==> src/rtl/slcfr_pkg.sv <==
`default_nettype none

package slcfr_pkg;

	// payload offset / length width
	localparam int OFFSET_BITS = 17;

	// item commands
	localparam logic CMD_BYTE = 1'b0;
	localparam logic CMD_TICK = 1'b1;

	// header sync and trailer bytes
	localparam logic [7:0] SYNC_A   = 8'hDF;
	localparam logic [7:0] SYNC_B   = 8'hFD;
	localparam logic [7:0] TRAIL_CR = 8'h0D;
	localparam logic [7:0] TRAIL_LF = 8'h0A;

	// idle timeout after reset
	localparam logic [7:0] TIMEOUT_RESET = 8'd3;

	// bytes of the header block kept in the store (last one is taken live)
	localparam int HDR_DEPTH = 7;
	localparam logic [2:0] HDR_LAST = 3'd7;

	// receiver phase codes
	localparam logic [1:0] PHASE_HUNT    = 2'd0;
	localparam logic [1:0] PHASE_PAYLOAD = 2'd1;
	localparam logic [1:0] PHASE_TRAILER = 2'd2;

	typedef struct packed {
		logic       command;
		logic [7:0] rx_byte;
	} item_t;

	typedef struct packed {
		logic                   payload_valid;
		logic [7:0]             payload_byte;
		logic [OFFSET_BITS-1:0] payload_offset;
		logic                   header_accepted;
		logic                   length_rejected;
		logic                   frame_complete;
		logic                   frame_abort;
		logic [1:0]             phase;
	} result_t;

endpackage

`default_nettype wire

==> src/rtl/sync_length_crlf_frame_receiver_unit.sv <==
// A result beat is registered and appears in the cycle after its item beat is accepted.
// Throughput: one item per cycle; all deframing is done in the accepting cycle.
// An item is taken while the output register holds a beat, as long as it drains.
// Reset (arst_n low, asynchronous): header hunt, idle timeout expired,
// timeout reload 3, frame length 0, output register empty.
`default_nettype none

module sync_length_crlf_frame_receiver_unit
	import slcfr_pkg::*;
(
	input  wire logic    clk,
	input  wire logic    arst_n,
	input  wire logic    cfg_we,
	input  wire logic [7:0] cfg_wdata,
	input  wire logic    item_valid,
	output      logic    item_stall,
	input  wire item_t   item,
	output      logic    result_valid,
	input  wire logic    result_stall,
	output      result_t result
);

	// state
	logic [7:0]             timeout_reload_q;
	logic [7:0]             idle_count_q;
	logic                   header_ok_q;
	logic                   payload_done_q;
	logic [OFFSET_BITS-1:0] byte_count_q;
	logic [2:0]             slot_q;
	logic [OFFSET_BITS-1:0] frame_len_q;
	logic [7:0]             hdr_q [HDR_DEPTH];
	logic                   result_valid_q;
	result_t                result_q;

	// next state
	logic [7:0]             idle_count_d;
	logic                   header_ok_d;
	logic                   payload_done_d;
	logic [OFFSET_BITS-1:0] byte_count_d;
	logic [2:0]             slot_d;
	logic [OFFSET_BITS-1:0] frame_len_d;
	logic                   hdr_we;
	logic [2:0]             hdr_wa;
	result_t                res;
	logic [31:0]            hdr_len;
	logic                   sync_ok;
	logic                   item_accept;

	assign item_stall   = result_valid_q && result_stall;
	assign item_accept  = item_valid && !item_stall;
	assign result_valid = result_valid_q;
	assign result       = result_q;

	// header decode for the last byte of a block
	assign sync_ok = (hdr_q[0] == SYNC_A) && (hdr_q[1] == SYNC_A) &&
		(hdr_q[2] == SYNC_B) && (hdr_q[3] == SYNC_B);
	assign hdr_len = {hdr_q[4], hdr_q[5], hdr_q[6], item.rx_byte};

	// deframing for one beat
	always_comb begin
		idle_count_d   = idle_count_q;
		header_ok_d    = header_ok_q;
		payload_done_d = payload_done_q;
		byte_count_d   = byte_count_q;
		slot_d         = slot_q;
		frame_len_d    = frame_len_q;
		hdr_we         = 1'b0;
		hdr_wa         = slot_q;
		res            = '0;

		if (item.command == CMD_TICK) begin
			if (idle_count_q != 8'd0) begin
				idle_count_d = idle_count_q - 8'd1;
			end
		end else begin
			// expired timeout: start fresh before this byte
			if (idle_count_q == 8'd0) begin
				header_ok_d    = 1'b0;
				payload_done_d = 1'b0;
				byte_count_d   = '0;
				slot_d         = '0;
			end
			idle_count_d = timeout_reload_q;
			hdr_wa       = slot_d;

			if (!header_ok_d) begin
				// header hunt: fill aligned 8-byte block
				hdr_we = (slot_d != HDR_LAST);
				slot_d = slot_d + 3'd1;
				if (hdr_wa == HDR_LAST && sync_ok) begin
					if (|hdr_len[31:OFFSET_BITS]) begin
						res.length_rejected = 1'b1;
					end else if (hdr_len != 32'd0) begin
						frame_len_d         = hdr_len[OFFSET_BITS-1:0];
						header_ok_d         = 1'b1;
						res.header_accepted = 1'b1;
					end
				end
			end else if (!payload_done_d) begin
				// payload pass-through
				res.payload_valid  = 1'b1;
				res.payload_byte   = item.rx_byte;
				res.payload_offset = byte_count_d;
				byte_count_d       = byte_count_d + 1'b1;
				if (byte_count_d == frame_len_q) begin
					payload_done_d = 1'b1;
				end
			end else begin
				// trailer: pairs of CR LF
				if (!slot_d[0]) begin
					hdr_we = 1'b1;
					hdr_wa = 3'd0;
					slot_d = 3'd1;
				end else begin
					slot_d = 3'd0;
					if (hdr_q[0] == TRAIL_CR && item.rx_byte == TRAIL_LF) begin
						res.frame_complete = 1'b1;
					end else begin
						header_ok_d     = 1'b0;
						payload_done_d  = 1'b0;
						byte_count_d    = '0;
						res.frame_abort = 1'b1;
					end
				end
			end
		end

		if (!header_ok_d) begin
			res.phase = PHASE_HUNT;
		end else if (!payload_done_d) begin
			res.phase = PHASE_PAYLOAD;
		end else begin
			res.phase = PHASE_TRAILER;
		end
	end

	// timeout register
	always_ff @(posedge clk or negedge arst_n) begin
		if (!arst_n) begin
			timeout_reload_q <= TIMEOUT_RESET;
		end else if (cfg_we) begin
			timeout_reload_q <= cfg_wdata;
		end
	end

	// control state
	always_ff @(posedge clk or negedge arst_n) begin
		if (!arst_n) begin
			idle_count_q   <= '0;
			header_ok_q    <= 1'b0;
			payload_done_q <= 1'b0;
			byte_count_q   <= '0;
			slot_q         <= '0;
			frame_len_q    <= '0;
		end else if (item_accept) begin
			idle_count_q   <= idle_count_d;
			header_ok_q    <= header_ok_d;
			payload_done_q <= payload_done_d;
			byte_count_q   <= byte_count_d;
			slot_q         <= slot_d;
			frame_len_q    <= frame_len_d;
		end
	end

	// header / trailer byte store
	always_ff @(posedge clk) begin
		if (item_accept && hdr_we) begin
			hdr_q[hdr_wa] <= item.rx_byte;
		end
	end

	// output register
	always_ff @(posedge clk or negedge arst_n) begin
		if (!arst_n) begin
			result_valid_q <= 1'b0;
		end else if (item_accept) begin
			result_valid_q <= 1'b1;
		end else if (!result_stall) begin
			result_valid_q <= 1'b0;
		end
	end

	always_ff @(posedge clk) begin
		if (item_accept) begin
			result_q <= res;
		end
	end

	// checks
	a_payload_phase: assert property (@(posedge clk) disable iff (!arst_n)
		result_valid && result.payload_valid |-> result.phase != PHASE_HUNT)
		else $error("payload beat reported in header hunt");

	a_header_phase: assert property (@(posedge clk) disable iff (!arst_n)
		result_valid && result.header_accepted |-> result.phase == PHASE_PAYLOAD)
		else $error("accepted header did not enter payload");

	a_abort_phase: assert property (@(posedge clk) disable iff (!arst_n)
		result_valid && result.frame_abort |-> result.phase == PHASE_HUNT)
		else $error("abort did not restart hunt");

	a_one_event: assert property (@(posedge clk) disable iff (!arst_n)
		result_valid |-> $onehot0({result.payload_valid, result.header_accepted,
			result.length_rejected, result.frame_complete, result.frame_abort}))
		else $error("more than one event in a result beat");

	a_done_needs_header: assert property (@(posedge clk) disable iff (!arst_n)
		payload_done_q |-> header_ok_q)
		else $error("payload done without header");

endmodule

`default_nettype wire
==> config.mk <==
export PLATFORM = sky130hd
export DESIGN_NAME = sync_length_crlf_frame_receiver_unit
export DESIGN_NICKNAME = d
export VERILOG_FILES = /design/src/rtl/slcfr_pkg.sv /design/src/rtl/sync_length_crlf_frame_receiver_unit.sv
export SDC_FILE = /design/constraint.sdc
export NUM_CORES = 1
export LEC_CHECK = 0
export ABC_AREA = 1
export BUFFER_PORTS_ARGS = -buffer_cell sky130_fd_sc_hd__buf_2
export CAP_MARGIN = 10
export CORE_UTILIZATION = 40
export DETAILED_ROUTE_END_ITERATION = 10
export GPL_ROUTABILITY_DRIVEN = 0
export PLACE_DENSITY = 0.58
export SETUP_SLACK_MARGIN = 0.4
export SLEW_MARGIN = 0
export SYNTH_ARGS = -nofsm -noshare
export SYNTH_HDL_FRONTEND = slang
export SYNTH_SLANG_ARGS = --single-unit
==> constraint.sdc <==
create_clock -name clk -period 4.6 [get_ports clk]
set_input_delay 1.15 -clock clk [delete_from_list [all_inputs] [get_ports clk]]
set_output_delay 1.15 -clock clk [all_outputs]
set_load 0.03 [all_outputs]
# Word-level counts from Yosys, hierarchy flattened
# Memories as Yosys holds them, arrays and structs flattened.
# Cells that the tools add are included.
word_totals:
  elab_cells: 102
  memories: 1
  ram_bits: 56
  ff_bits: 88
mem_list:
  columns: ["name", "depth", "width", "read_ports", "rd_clocked_by_memory_dff", "wr", "line", "rtl"]
  rows:
  - ["hdr_q", 7, 8, 7, 0, 1, "sync_length_crlf_frame_receiver_unit.sv:31", "logic [7:0] hdr_q [HDR_DEPTH];"]
classes:
  eq_ne: 11
  mux: 45
  add_sub_neg: 3
  reduce_logical: 20
  bitwise: 6
ops:
  columns: ["operator", "n"]
  rows:
  - ["two-way mux 17 bit", 6]
  - ["== test 8 bit (second input constant)", 4]
  - ["nonzero test 32 bit", 1]
  - ["two-way mux 1 bit", 27]
  - ["two-way mux 26 bit", 1]
  - ["two-way mux 3 bit", 8]
  - ["adder 17 x 1 -> 17 bit (second input constant)", 1]
  - ["== test 17 bit", 1]
  - ["== test 8 x 4 -> 1 bit (second input constant)", 2]
  - ["two-way mux 8 bit", 2]
  - ["OR reduction 15 bit", 1]
  - ["logical AND 1 bit", 8]
  - ["logical NOT 8 bit", 1]
  - ["nonzero test 8 bit", 1]
  - ["subtractor 8 x 1 -> 8 bit (second input constant)", 1]
  - ["inverter 1 bit", 6]
  - ["AND reduction 6 bit", 1]
  - ["OR reduction 3 bit", 2]
  - ["!= test 2 x 1 -> 1 bit (second input constant)", 2]
  - ["AND reduction 2 bit", 2]
  - ["OR reduction 4 bit", 1]
  - ["adder 3 x 1 -> 3 bit (second input constant)", 1]
  - ["== test 3 bit (second input constant)", 1]
  - ["!= test 3 bit (second input constant)", 1]
  - ["other kinds (3)", 3]

# Logic depth before layout (Yosys ltp)
# Gate-level depths: netlist of the first run.
depth:
  word_depth: 10
  ltp_mapped: 25
  ltp_nobuf: 23

# Worst setup path after synthesis of the first run
# Ideal clock, no wire load.
synth_path:
  path_kind: "in2reg"
  startpoint: "input result_stall"
  endpoint: "memory hdr_q[5][0], enable pin"
  n_path_buf: 0
  path_slack_ps: -179
  required_ps: 4217
  arrival_ps: 4396
  setup_ps: 383
  cell_stages: 10
  path_cell_list: "nand2_1 -> inv_2 -> nor2_1 -> inv_2 -> nor2_2 -> inv_2 -> a21oi_1 -> o21ai_0 -> or2_1 -> nor3_1"
synth_via:
  elab_chain_len: 6
synth_rtl:
  columns: ["item", "line", "rtl"]
  rows:
  - ["start: declaration", "sync_length_crlf_frame_receiver_unit.sv:19", "input wire logic result_stall,"]
  - ["logical AND 1 bit", "sync_length_crlf_frame_receiver_unit.sv:49", "assign item_stall = result_valid_q && result_stall;"]
  - ["net item_stall", "sync_length_crlf_frame_receiver_unit.sv:16", "output logic item_stall,"]
  - ["logical NOT 1 bit", "sync_length_crlf_frame_receiver_unit.sv:50", "assign item_accept = item_valid && !item_stall;"]
  - ["logical AND 1 bit", "sync_length_crlf_frame_receiver_unit.sv:50", null]
  - ["net item_accept", "sync_length_crlf_frame_receiver_unit.sv:47", "logic item_accept;"]
  - ["logical AND 1 bit", "sync_length_crlf_frame_receiver_unit.sv:167", "if (item_accept && hdr_we) begin"]
  - ["two-way mux 1 bit", "sync_length_crlf_frame_receiver_unit.sv:167", null]
  - ["two-way mux 1 bit (implied by the code)", "sync_length_crlf_frame_receiver_unit.sv:168", "hdr_q[hdr_wa] <= item.rx_byte;"]
  - ["end: declaration", "sync_length_crlf_frame_receiver_unit.sv:31", null]
# The timed path passes the listed nets, and every way through them passes these cells.

# Final worst setup path of the first run
layout_path:
  startpoint: "register idle_count_q[0]"
  endpoint: "memory hdr_q[6][0], enable pin"
layout_via:
  elab_chain_len: 10
  elab_cells_between_ends: 19
  cone_classes: "eq/ne: 1; mux: 16; reduce/logical: 2"
layout_rtl:
  columns: ["item", "line", "rtl"]
  rows:
  - ["start: declaration", "sync_length_crlf_frame_receiver_unit.sv:25", "logic [7:0] idle_count_q;"]
  - ["start signal: assignment", "sync_length_crlf_frame_receiver_unit.sv:156", "idle_count_q <= idle_count_d;"]
  - ["logical NOT 8 bit *", "sync_length_crlf_frame_receiver_unit.sv:77", "if (idle_count_q == 8'd0) begin"]
  - ["two-way mux 3 bit", "sync_length_crlf_frame_receiver_unit.sv:77", null]
  - ["two-way mux 3 bit", "sync_length_crlf_frame_receiver_unit.sv:71", "if (item.command == CMD_TICK) begin"]
  - ["two-way mux 1 bit", "sync_length_crlf_frame_receiver_unit.sv:110", "if (!slot_d[0]) begin"]
  - ["two-way mux 1 bit", "sync_length_crlf_frame_receiver_unit.sv:99", "end else if (!payload_done_d) begin"]
  - ["two-way mux 1 bit", "sync_length_crlf_frame_receiver_unit.sv:86", "if (!header_ok_d) begin"]
  - ["two-way mux 1 bit", "sync_length_crlf_frame_receiver_unit.sv:71", null]
  - ["logical AND 1 bit", "sync_length_crlf_frame_receiver_unit.sv:167", null]
  - ["two-way mux 1 bit", "sync_length_crlf_frame_receiver_unit.sv:167", null]
  - ["two-way mux 1 bit (implied by the code)", "sync_length_crlf_frame_receiver_unit.sv:168", null]
# Every way passes the cells marked *; elsewhere a longest branch is shown, timed or not. The select of a mux whose other input is x is not followed.

==> impl_metrics.yaml, run 1 <==
outcome:
  status: "complete, no violations"
setup_path:
  slowest_stage: "nor2_1"
  cp_max_fo: 18
  reg2reg_from: "idle_count_q[0]$_DFFE_PN0P_"
  worstSetupEndpointType: "flip-flop"
  critPathRequiredTime_ns: 4.66
  worstRegToRegCells: 12
  cpLargestDelayFamily: "simple AND/OR/NAND/NOR gates"
  crit_buf_inv: 1
  reg2reg_setup_slack_ns: 1.19
  crit_chain: "inv_1 > ha_1 > nand3_1 > nor2_4 > nor2_1 > ha_1 > ha_1 > a21oi_1 > o21ai_0 > nor2_1 > nand2_1 > nor2_1"
  cp.arrival_ns: 3.47
  path_class: "flip-flop to flip-flop"
  slowest_delay_ns: 0.57
  cp-start-kind: "flip-flop"
  r2r-end: "hdr_q[6][0]$_DFFE_PP_"
yosys:
  synth-warning-count: 0
  synthFlopType: "edfxtp_1"
  syn_inst: 699
  syn_nets: 727
  yosys_register_bits: 144
  synthArstFlopShare_pct: 38.9
  synth_edf_count: 88
  ys_types: 45
  syn_area_sq_um: 6750
  yosysSeqAreaShare_pct: 60.0
  syn_avg_cell_area_sq_um: 9.65
drt:
  ant_nets: 0
  vias_per_cell: 5.02
  wire_per_inst_microns: 15.4
  first_iter_violations: 409
  drc_errors: 0
  drt-pass1-iter-count: 5
  num_vias: 4992
  wirelength_microns: 15300
clock_tree:
  cts.sinks: 144
  clk_latency_ns: 0.43
  cts_hold_buf: 0
  cts_tree: "yes"
  ctsResizeCount: 0
  cts_root_buffer: "clkbuf_16"
  cts_setup_buffers: 0
  numCtsBuffers: 17
  clk_pin_slew_ns: 0.07
  clockBufferDepth: 2
  h-tree-depth: 4
power_and_ir_drop:
  power.leakage_nw: 3.41
  vdd_drop_max_mv: 0.306
  powerDensity_nw_per_um2: 550
floorplan:
  start_util_pct: 40.8
  io_pins: 56
  fp.dieH_microns: 132
  core_area_sq_um: 16500
  die_area_sq_um: 17400
  die-width_microns: 132
  row_count: 47
layout:
  nNetsFinal: 789
  syn2layout_area_growth_pct: 16.7
  drive_gt1_share_pct: 16.4
  fin_area_sq_um: 7870
  num_antenna_cells: 0
timing:
  finalHoldViolCount: 0
  setup_ws_ns: 1.19
  fin_crit_sh_pct: 74.0
  setup_violations: 0
  clock_skew_ns: 0.00693
  tns_ns: 0
  worst_pin_slew_ns: 0.688
  rsz0062_at_grt: "false"
  timing.fmax_mhz: 294
  period_minus_slack_ns: 3.41
  drv_slew: 0
  slew_headroom_pct: 53.9
grt:
  grt_pass1_wl_microns: 24700
  track_usage_pct: 18.6
  overflow: 0
  grt_antenna_before_repair: 0
  grt_max_degree: 35
  grt_pass1_vias: 4792
placed_design:
  portBuffers: 55
  preCtsSetupSlack_ns: 1.20
  dpl_cell_area_sq_um: 7260
  hpwl_microns: 10800
run:
  cap_violations: 0
hold_path:
  min_path_type: "flip-flop to flip-flop"
  hold_depth: 2
  holdCritStartpoint: "timeout_reload_q[0]$_DFFE_PN1P_"
  min_to: "timeout_reload_q[0]$_DFFE_PN1P_"
[state kept, by name (all words and copies together), names as in the netlist]
| name | flops |
|---|---|
| byte_count_q | 17 |
| frame_len_q | 17 |
| hdr_q | 56 |
| header_ok_q | 1 |
| idle_count_q | 8 |
| payload_done_q | 1 |
| result | 32 |
| result_valid | 1 |
| slot_q | 3 |
| timeout_reload_q | 8 |
[cell type report]
class                   count  area, sq um
fillers                  1513         8650
flip-flops and latches    144         4050
multi-input cells         436         2240
clock buffers              17          425
inverters                 102          383
repair buffers             60          313
well taps                 220          275
clock inverters            15          189
[synthesized netlist by cell type (3+ instances only)]
library cell	number	area share, %
edfxtp_1	88	39
nand2_2	3	0.28
inv_2	10	0.56
inv_1	89	5.0
nor4_1	7	0.65
nor2_2	11	1.0
ha_1	6	1.1
clkinv_1	3	0.17
nand3b_1	4	0.45
buf_2	6	0.45
nand2_1	129	7.2
a22oi_1	3	0.33
clkbuf_1	8	0.45
o211ai_1	4	0.45
a2bb2oi_1	6	0.78
o21ai_1	5	0.37
xor2_1	8	1.0
nand3_1	44	3.3
nor2_1	81	4.5
dfrtp_1	54	20
o22a_1	3	0.39
nor3_1	6	0.45
a21oi_1	22	1.6
nand4_1	13	1.2
o21ai_0	56	4.2
a31oi_1	3	0.28
[worst register-to-register path, delay by kind of cell, from the launching register on]
family | cells | cell delay, ns
AO/OA/AOI/OAI | 2 | 0.29
adder cells (fa/ha/maj) | 3 | 0.71
buffers and inverters | 1 | 0.10
flip-flops | 1 | 0.36
AND/OR/NAND/NOR | 6 | 1.58
[layer usage]
metal	vias to the layer above	GRT usage (%)	wire, microns
met5	-	0	0
met2	133	29.3	7050
met3	19	3.46	695
met1	2367	25.6	7370
li1	2473	-	-
met4	0	7.04	229
[power breakdown]
group / leakage (nW) / internal [mW] / total (mW) / switching [mW]
clock network: 0.299 / 0.740 / 1.39 / 0.647
registers: 1.51 / 1.57 / 1.68 / 0.113
logic: 1.60 / 0.401 / 1.26 / 0.861
total: 3.41 / 2.71 / 4.33 / 1.62
[how the worst max path moves through the flow]
stage,start,endpoint,slack (ns),cells after the start
CTS,idle_count_q[0]$_DFFE_PN0P_,hdr_q[6][0]$_DFFE_PP_,1.18,12
global route,idle_count_q[0]$_DFFE_PN0P_,hdr_q[6][6]$_DFFE_PP_,0.94,12
detailed placement,idle_count_q[0]$_DFFE_PN0P_,hdr_q[6][3]$_DFFE_PP_,1.20,12
floorplan,result_stall,hdr_q[5][0]$_DFFE_PP_,0.77,10
finish,idle_count_q[0]$_DFFE_PN0P_,hdr_q[6][0]$_DFFE_PP_,1.19,12
global placement,item[7],byte_count_q[10]$_DFFE_PN0P_,1.23,10
[cells in the final DEF, fill, tap and decap left out, drive strengths merged]
cell type / synthesis / final
nand4: 13 / 13
nor3b: 1 / 1
nand3: 46 / 46
nand2: 133 / 133
a21o: 1 / 1
dfrtp: 54 / 54
xnor2: 1 / 1
clkinv: 3 / 10
o22ai: 2 / 2
mux2: 2 / 2
or2: 2 / 2
nand3b: 4 / 4
a32o: 1 / 1
a22oi: 3 / 3
inv: 99 / 107
nor3: 7 / 7
a31oi: 3 / 3
edfxtp: 88 / 88
a2bb2oi: 6 / 6
o21ai: 61 / 61
o311ai: 1 / 1
xor3: 1 / 1
a21oi: 22 / 22
ha: 6 / 6
nor4: 7 / 7
nor4b: 2 / 2
o22a: 3 / 3
dfstp: 2 / 2
xor2: 8 / 8
nor2: 94 / 94
clkbuf: 8 / 17
xnor3: 2 / 2
buf: 9 / 60
o211ai: 4 / 4
[per-stage QoR]
stage	util [%]	hold slack, ns	power (mW)	std cells
2_1_floorplan	-	0.453	2.64	699
5_1_grt	47.6	0.527	4.57	994
6_report	47.6	0.493	4.33	994
3_5_place_dp	43.9	0.489	2.95	962
4_1_cts	47.6	0.500	4.34	994
3_3_place_gp	43.9	0.478	2.93	962
[kinds of logic after synthesis]
kind of cell | after synthesis | synth area share, %
AND/OR/NAND/NOR | 309 | 20.5
multiplexers | 2 | 0.334
adder cells (fa/ha/maj) | 6 | 1.11
flip-flops | 144 | 60.0
XOR/XNOR | 12 | 2.19
buffers and inverters | 119 | 6.95
AO/OA/AOI/OAI | 107 | 8.96
No activity file was read; power rests on OpenSTA's default activity.
==> run 2: changes to the inputs <==
==> constraint.sdc (replaced) <==
create_clock -name clk -period 3.5 [get_ports clk]
set_input_delay 0.875 -clock clk [delete_from_list [all_inputs] [get_ports clk]]
set_output_delay 0.875 -clock clk [all_outputs]
set_load 0.03 [all_outputs]
==> run 2 against run 1 <==
Net effect: register-to-register slack got worse by 0.60 ns; wire length rose by 2.4%; clock-buffer cell count rose by 1; critical path depth rose by 8; final area rose by 2.1%; global-route usage rose by 0.57 points; worst setup slack got worse by 0.60 ns; first-iteration DRC count rose by 1.5%; sequential power rose by 32%; core utilization rose by 1.0 points; largest power group unchanged; highest routed layer unchanged.
==> impl_metrics.yaml, run 2 (synthesis results as in run 1) <==
layout:
  fin_cells: 1009
  fin_area_sq_um: 8040
  final_common_cell: "nand2_1"
  num_antenna_cells: 0
  syn2layout_area_growth_pct: 19.1
  post-route-util_pct: 48.6
  nNetsFinal: 804
  top_register: "hdr_q"
  most-common-layout-cells: "nand2_1 (128), edfxtp_1 (88), inv_1 (87), nor2_1 (73)"
  largest_reg_flops: 56
  drive_gt1_share_pct: 20.4
drt:
  wire_per_inst_microns: 15.6
  ant_nets: 0
  drt-pass1-iter-count: 5
  drc_errors: 0
  num_vias: 5107
  wirelength_microns: 15700
  first_iter_violations: 415
  vias_per_cell: 5.06
setup_path:
  worstRegToRegCells: 20
  cp-start-kind: "flip-flop"
  critPathRequiredTime_ns: 3.65
  path_class: "flip-flop to flip-flop"
  cp.arrival_ns: 3.06
  cp_max_fo: 5
  worstSetupEndpointType: "flip-flop"
hold_path:
  hold_depth: 2
  min_path_type: "flip-flop to flip-flop"
timing:
  period_minus_slack_ns: 2.91
  drv_slew: 0
  whs_ns: 0.495
  fin_crit_sh_pct: 83.0
  setup_ws_ns: 0.594
  worst_pin_slew_ns: 0.982
  rsz0062_at_grt: "true"
  tns_ns: 0
  clock_skew_ns: 0.00693
  slew_headroom_pct: 34.5
  timing.fmax_mhz: 344
  setup_violations: 0
  finalHoldViolCount: 0
grt:
  overflow: 0
  track_usage_pct: 19.2
  grt_max_degree: 41
  grt_antenna_before_repair: 0
  grt_pass1_vias: 5010
  grt_pass1_wl_microns: 25500
floorplan:
  fp.dieH_microns: 132
  core_area_sq_um: 16500
  row_count: 47
  io_pins: 56
  die_area_sq_um: 17400
  start_util_pct: 40.8
  die-width_microns: 132
clock_tree:
  clockBufferDepth: 2
  clk_latency_ns: 0.42
  cts_tree: "yes"
  cts_hold_buf: 0
  cts.sinks: 144
  cts_root_buffer: "clkbuf_16"
  clk_pin_slew_ns: 0.06
  h-tree-depth: 4
  numCtsBuffers: 17
power_and_ir_drop:
  power_mw: 5.60
  vdd_drop_max_mv: 0.379
  powerDensity_nw_per_um2: 697
  power.leakage_nw: 3.47
placed_design:
  portBuffers: 55
  dpl_cell_area_sq_um: 7370
  dp.cells: 971
  preCtsSetupSlack_ns: 0.356
  hpwl_microns: 11000
run:
  cap_violations: 0
outcome:
  status: "complete, no violations"
-- run 2: cell type report --
| class | count | area, sq um |
|---|---|---|
| flip-flops and latches | 144 | 4050 |
| multi-input cells | 436 | 2360 |
| clock inverters | 14 | 109 |
| inverters | 102 | 388 |
| fillers | 1519 | 8490 |
| repair buffers | 75 | 429 |
| clock buffers | 18 | 429 |
| well taps | 220 | 275 |
-- run 2: critical path, stage by stage (launching register included) --
cell	delay (ns)
dfrtp_1	0.37
inv_2	0.09
ha_4	0.16
nand2_1	0.11
nor2_4	0.16
nand2_4	0.10
nand2_4	0.09
inv_2	0.04
ha_1	0.32
xnor2_1	0.16
nand2_1	0.07
nor2_1	0.11
nand2_1	0.06
nor2_1	0.08
nand2_1	0.07
nor2_2	0.14
nand2_1	0.08
nor2_2	0.12
nand3_2	0.11
nand2_1	0.11
a21oi_1	0.09
-- run 2: what timing repair did --
action	CTS	global route
gates cloned	0	1
endpoints found under the hold margin	0	0
endpoints found under the setup margin	19	60
setup buffers	0	5
gates resized for setup	2	21
pin swaps	0	4
-- run 2: path summary, 6_finish.rpt --
check / startpoint / slack (ns) / end
setup reg to reg: idle_count_q[0]$_DFFE_PN0P_ / 0.59 / result[0]$_SDFFCE_PN0P_
hold / removal: timeout_reload_q[0]$_DFFE_PN1P_ / 0.49 / timeout_reload_q[0]$_DFFE_PN1P_
setup / recovery: idle_count_q[0]$_DFFE_PN0P_ / 0.59 / result[0]$_SDFFCE_PN0P_
hold reg to reg: timeout_reload_q[0]$_DFFE_PN1P_ / 0.49 / timeout_reload_q[0]$_DFFE_PN1P_
max in group asynchronous: arst_n / 2.08 / frame_len_q[6]$_DFFE_PN0P_
min in group asynchronous: arst_n / 0.62 / slot_q[1]$_DFFE_PN0P_
-- run 2: where the power goes --
group | switching, mW | leakage, nW | internal [mW] | total [mW]
clock network | 0.724 | 0.257 | 0.913 | 1.64
registers | 0.155 | 1.51 | 2.06 | 2.21
logic | 1.18 | 1.71 | 0.572 | 1.75
-- run 2: layer usage --
metal	wire length, microns	vias to the layer above	track usage [%]
li1	-	2501	-
met1	7370	2423	25.4
met2	7350	157	30.5
met3	721	26	4.19
met4	284	0	8.01
met5	0	-	0
==> run 3: changes to the inputs <==
--- a/config.mk
+++ b/config.mk
@@ -5,13 +5,13 @@
 export SDC_FILE = /design/constraint.sdc
 export NUM_CORES = 1
 export LEC_CHECK = 0
-export ABC_AREA = 1
+export ABC_AREA = 0
 export BUFFER_PORTS_ARGS = -buffer_cell sky130_fd_sc_hd__buf_2
 export CAP_MARGIN = 10
 export CORE_UTILIZATION = 40
 export DETAILED_ROUTE_END_ITERATION = 10
 export GPL_ROUTABILITY_DRIVEN = 0
-export PLACE_DENSITY = 0.58
+export PLACE_DENSITY = 0.6
 export SETUP_SLACK_MARGIN = 0.4
 export SLEW_MARGIN = 0
 export SYNTH_ARGS = -nofsm -noshare
==> constraint.sdc (replaced) <==
create_clock -name clk -period 2.4 [get_ports clk]
set_input_delay 0.6 -clock clk [delete_from_list [all_inputs] [get_ports clk]]
set_output_delay 0.6 -clock clk [all_outputs]
set_load 0.03 [all_outputs]
==> run 3 against run 2 <==
Net effect: the run now ends with negative setup slack left; area after synthesis increased by 0.41%; total power up 14%; cell count up 1.8%; non-clock buffer count increased by 150; critical endpoint unchanged; largest cell class unchanged.
==> impl_metrics.yaml, run 3 <==
floorplan:
  core_area_sq_um: 16600
  start_util_pct: 40.9
  row_count: 47
  die-width_microns: 132
  fp.dieH_microns: 132
  io_pins: 56
  die_area_sq_um: 17500
drt:
  ant_nets: 0
  num_vias: 5843
  wire_per_inst_microns: 20.0
  drc_errors: 0
  drt-pass1-iter-count: 7
  wirelength_microns: 20600
  first_iter_violations: 549
  vias_per_cell: 5.69
layout:
  fillers: 1310
  largest_reg_flops: 56
  syn2layout_area_growth_pct: 48.8
  final_common_cell: "buf_4"
  nNetsFinal: 822
  most-common-layout-cells: "buf_4 (124), edfxtp_1 (88), buf_2 (55), dfrtp_1 (54), nand2_1 (28)"
  drive_gt1_share_pct: 47.1
  top_register: "hdr_q"
  num_antenna_cells: 0
setup_path:
  slowest_delay_ns: 0.41
  crit_chain: "inv_2 > ha_4 > nor4b_4 > nand2_2 > and2_4 > ha_4 > nand3_4 > or3_4 > and3_1 > a211o_1 > nand4b_1 > or3_4 > o21ba_1"
  crit_cells: 13
  cp-start-kind: "flip-flop"
  path_class: "flip-flop to flip-flop"
  critPathRequiredTime_ns: 2.58
  cp_max_fo: 5
  r2r-end: "result[0]$_SDFFCE_PN0P_"
  worstSetupEndpointType: "flip-flop"
  reg2reg_setup_slack_ns: -0.80
  cp.arrival_ns: 3.38
  crit_buf_inv: 1
  crit_start: "idle_count_q[1]$_DFFE_PN0P_"
  reg2reg_from: "idle_count_q[1]$_DFFE_PN0P_"
  worstRegToRegCells: 13
  slowest_stage: "or3_4"
  crit_path_end: "result[0]$_SDFFCE_PN0P_"
  cpLargestDelayFamily: "simple AND/OR/NAND/NOR gates"
timing:
  clock_skew_ns: 0.0111
  finalHoldViolCount: 0
  slew_headroom_pct: 45.9
  setup_violations: 117
  fin_crit_sh_pct: 133
  period_minus_slack_ns: 3.20
  tns_ns: -62.12
  timing.fmax_mhz: 313
  rsz0062_at_grt: "true"
  drv_slew: 0
  whs_ns: 0.204
  worst_pin_slew_ns: 0.807
  setup_ws_ns: -0.795
power_and_ir_drop:
  p_clk_share_pct: 40.0
  p_comb_share_pct: 15.3
  powerDensity_nw_per_um2: 633
  swShare_pct: 26.9
  p_sw_mw: 1.72
  vdd_drop_max_mv: 0.528
  p_int_mw: 4.66
  p_seq_share_pct: 44.7
  power.leakage_nw: 3.97
  power_mw: 6.38
grt:
  track_usage_pct: 23.4
  overflow: 0
  grt_antenna_before_repair: 0
  grt_pass1_vias: 5818
  grt_max_degree: 44
  grt_pass1_wl_microns: 31100
yosys:
  muxShareOfSynthArea_pct: 4.76
  syn_nets: 610
  ys_types: 65
  synth-warning-count: 0
  synth_top_cell_area_share_pct: 39.0
  synthArstFlopShare_pct: 38.9
  synth_area_leader_cell: "edfxtp_1"
  synth_edf_count: 88
  synthSimpleGateAreaFrac_pct: 17.6
  yosysSeqAreaShare_pct: 59.7
  yosys_register_bits: 144
  yosysMostFrequentCell: "edfxtp_1"
  syn_avg_cell_area_sq_um: 11.6
  synth_fa_ha_area_share_pct: 1.11
  synth-compound-area-share_pct: 12.1
  yosys-top-cells-count: "edfxtp_1 (88), dfrtp_1 (54), o21ai_0 (43), nor2_1 (36), nand2_1 (35)"
  synthFlopType: "edfxtp_1"
  syn_inst: 582
  syn_area_sq_um: 6780
  synth_top_family_by_area: "simple AND/OR/NAND/NOR gates"
  synth_area_leaders: "edfxtp_1 (39%), dfrtp_1 (20%), mux2_2 (4.3%)"
  synth_xor_area_share_pct: 1.81
clock_tree:
  cts_tree: "yes"
  cts_root_buffer: "clkbuf_16"
  cts.sinks: 144
  clockBufferDepth: 2
  cts_hold_buf: 0
  numCtsBuffers: 17
  clk_pin_slew_ns: 0.06
  h-tree-depth: 4
  clk_latency_ns: 0.43
run:
  cap_violations: 0
outcome:
  violations: "negative setup slack"
  status: "finished with violations"
placed_design:
  portBuffers: 55
  hpwl_microns: 13200
  preCtsSetupSlack_ns: -0.865
hold_path:
  min_path_type: "input pin to asynchronous set/reset pin"
## run 3: cell types whose count changed in the layout (fill, tap and decap cells not counted), moves of 9 or more
cell	before	now
nor4_4	0	9
mux2_2	2	18
nor2_1	73	26
nand2_1	128	28
nor2_2	15	1
o21ai_2	0	9
buf_4	19	124
buf_12	0	13
nand3_1	42	11
buf_6	1	26
inv_1	87	12
o21ai_0	55	20
and2_4	0	15
## run 3: cells by family after synthesis
kind of cell / Yosys count
muxes: 29
DFF: 144
and+or+nand+nor: 213
xor gates and xnor gates: 14
adders and majority gates: 6
buffers and inverters: 48
AOI/OAI and AO/OA: 128
## run 3: per-layer routing
metal,up-vias,routed length [microns],part of all wire [%],GRT usage [%]
li1,2649,-,-,-
met1,2877,8280,40,29.5
met2,255,10200,49,38.7
met3,62,1370,6.6,4.88
met4,0,755,3.7,10.5
met5,-,0,0,0
## run 3: power by group through the flow
stage	logic [mW]	registers (mW)	clock network (mW)
detailed placement	0.788	2.90	0
CTS	0.911	2.85	2.57
floorplan	0.363	2.96	0
global placement	0.759	2.89	0
global route	1.05	2.86	2.68
finish	0.975	2.85	2.55
## run 3: worst register-to-register path: stages (launching register included)
cell	delay (ns)
dfrtp_1	0.36
inv_2	0.05
ha_4	0.16
nor4b_4	0.13
nand2_2	0.12
and2_4	0.16
ha_4	0.20
nand3_4	0.11
or3_4	0.39
and3_1	0.19
a211o_1	0.26
nand4b_1	0.22
or3_4	0.41
o21ba_1	0.19
## run 3: layout make-up
| type | instances | area, sq um | share of cell area (%) |
|---|---|---|---|
| tap | 220 | 275 | 2.73 |
| sequential | 144 | 4050 | 40.1 |
| inverter | 16 | 60.1 | 0.596 |
| timing repair buffer | 225 | 1930 | 19.2 |
| multi-input combinational | 390 | 3210 | 31.8 |
| clock inverter | 14 | 130 | 1.29 |
| clock buffer | 18 | 429 | 4.26 |
## run 3: through the flow
stage / std cells / area [sq um] / util [%]
after floorplan: 582 / 7080 / -
after global placement: 939 / 8360 / 50.4
after detailed placement: 939 / 8360 / 50.4
after CTS: 1009 / 9600 / 57.9
after global routing: 1027 / 10100 / 60.8
final: 1027 / 10100 / 60.8
## run 3: worst min-delay path by stage
stage                                         start                               to  slack, ns  depth (start not counted)
floorplan                                    arst_n      byte_count_q[0]$_DFFE_PN0P_       0.30                          0
global placement    timeout_reload_q[3]$_DFFE_PN0P_      idle_count_q[3]$_DFFE_PN0P_       0.49                          2
detailed placement  timeout_reload_q[3]$_DFFE_PN0P_      idle_count_q[3]$_DFFE_PN0P_       0.49                          2
CTS                                          arst_n  timeout_reload_q[3]$_DFFE_PN0P_       0.21                          1
global route                                 arst_n         result_valid$_DFFE_PN0P_       0.23                          1
finish                                       arst_n         result_valid$_DFFE_PN0P_       0.20                          1
## run 3: timing repair
action / in CTS / in global routing
setup endpoints to repair: 130 / 134
pin swaps: 38 / 28
cloned: 5 / 2
resized for setup: 69 / 79
buffers inserted: 33 / 16
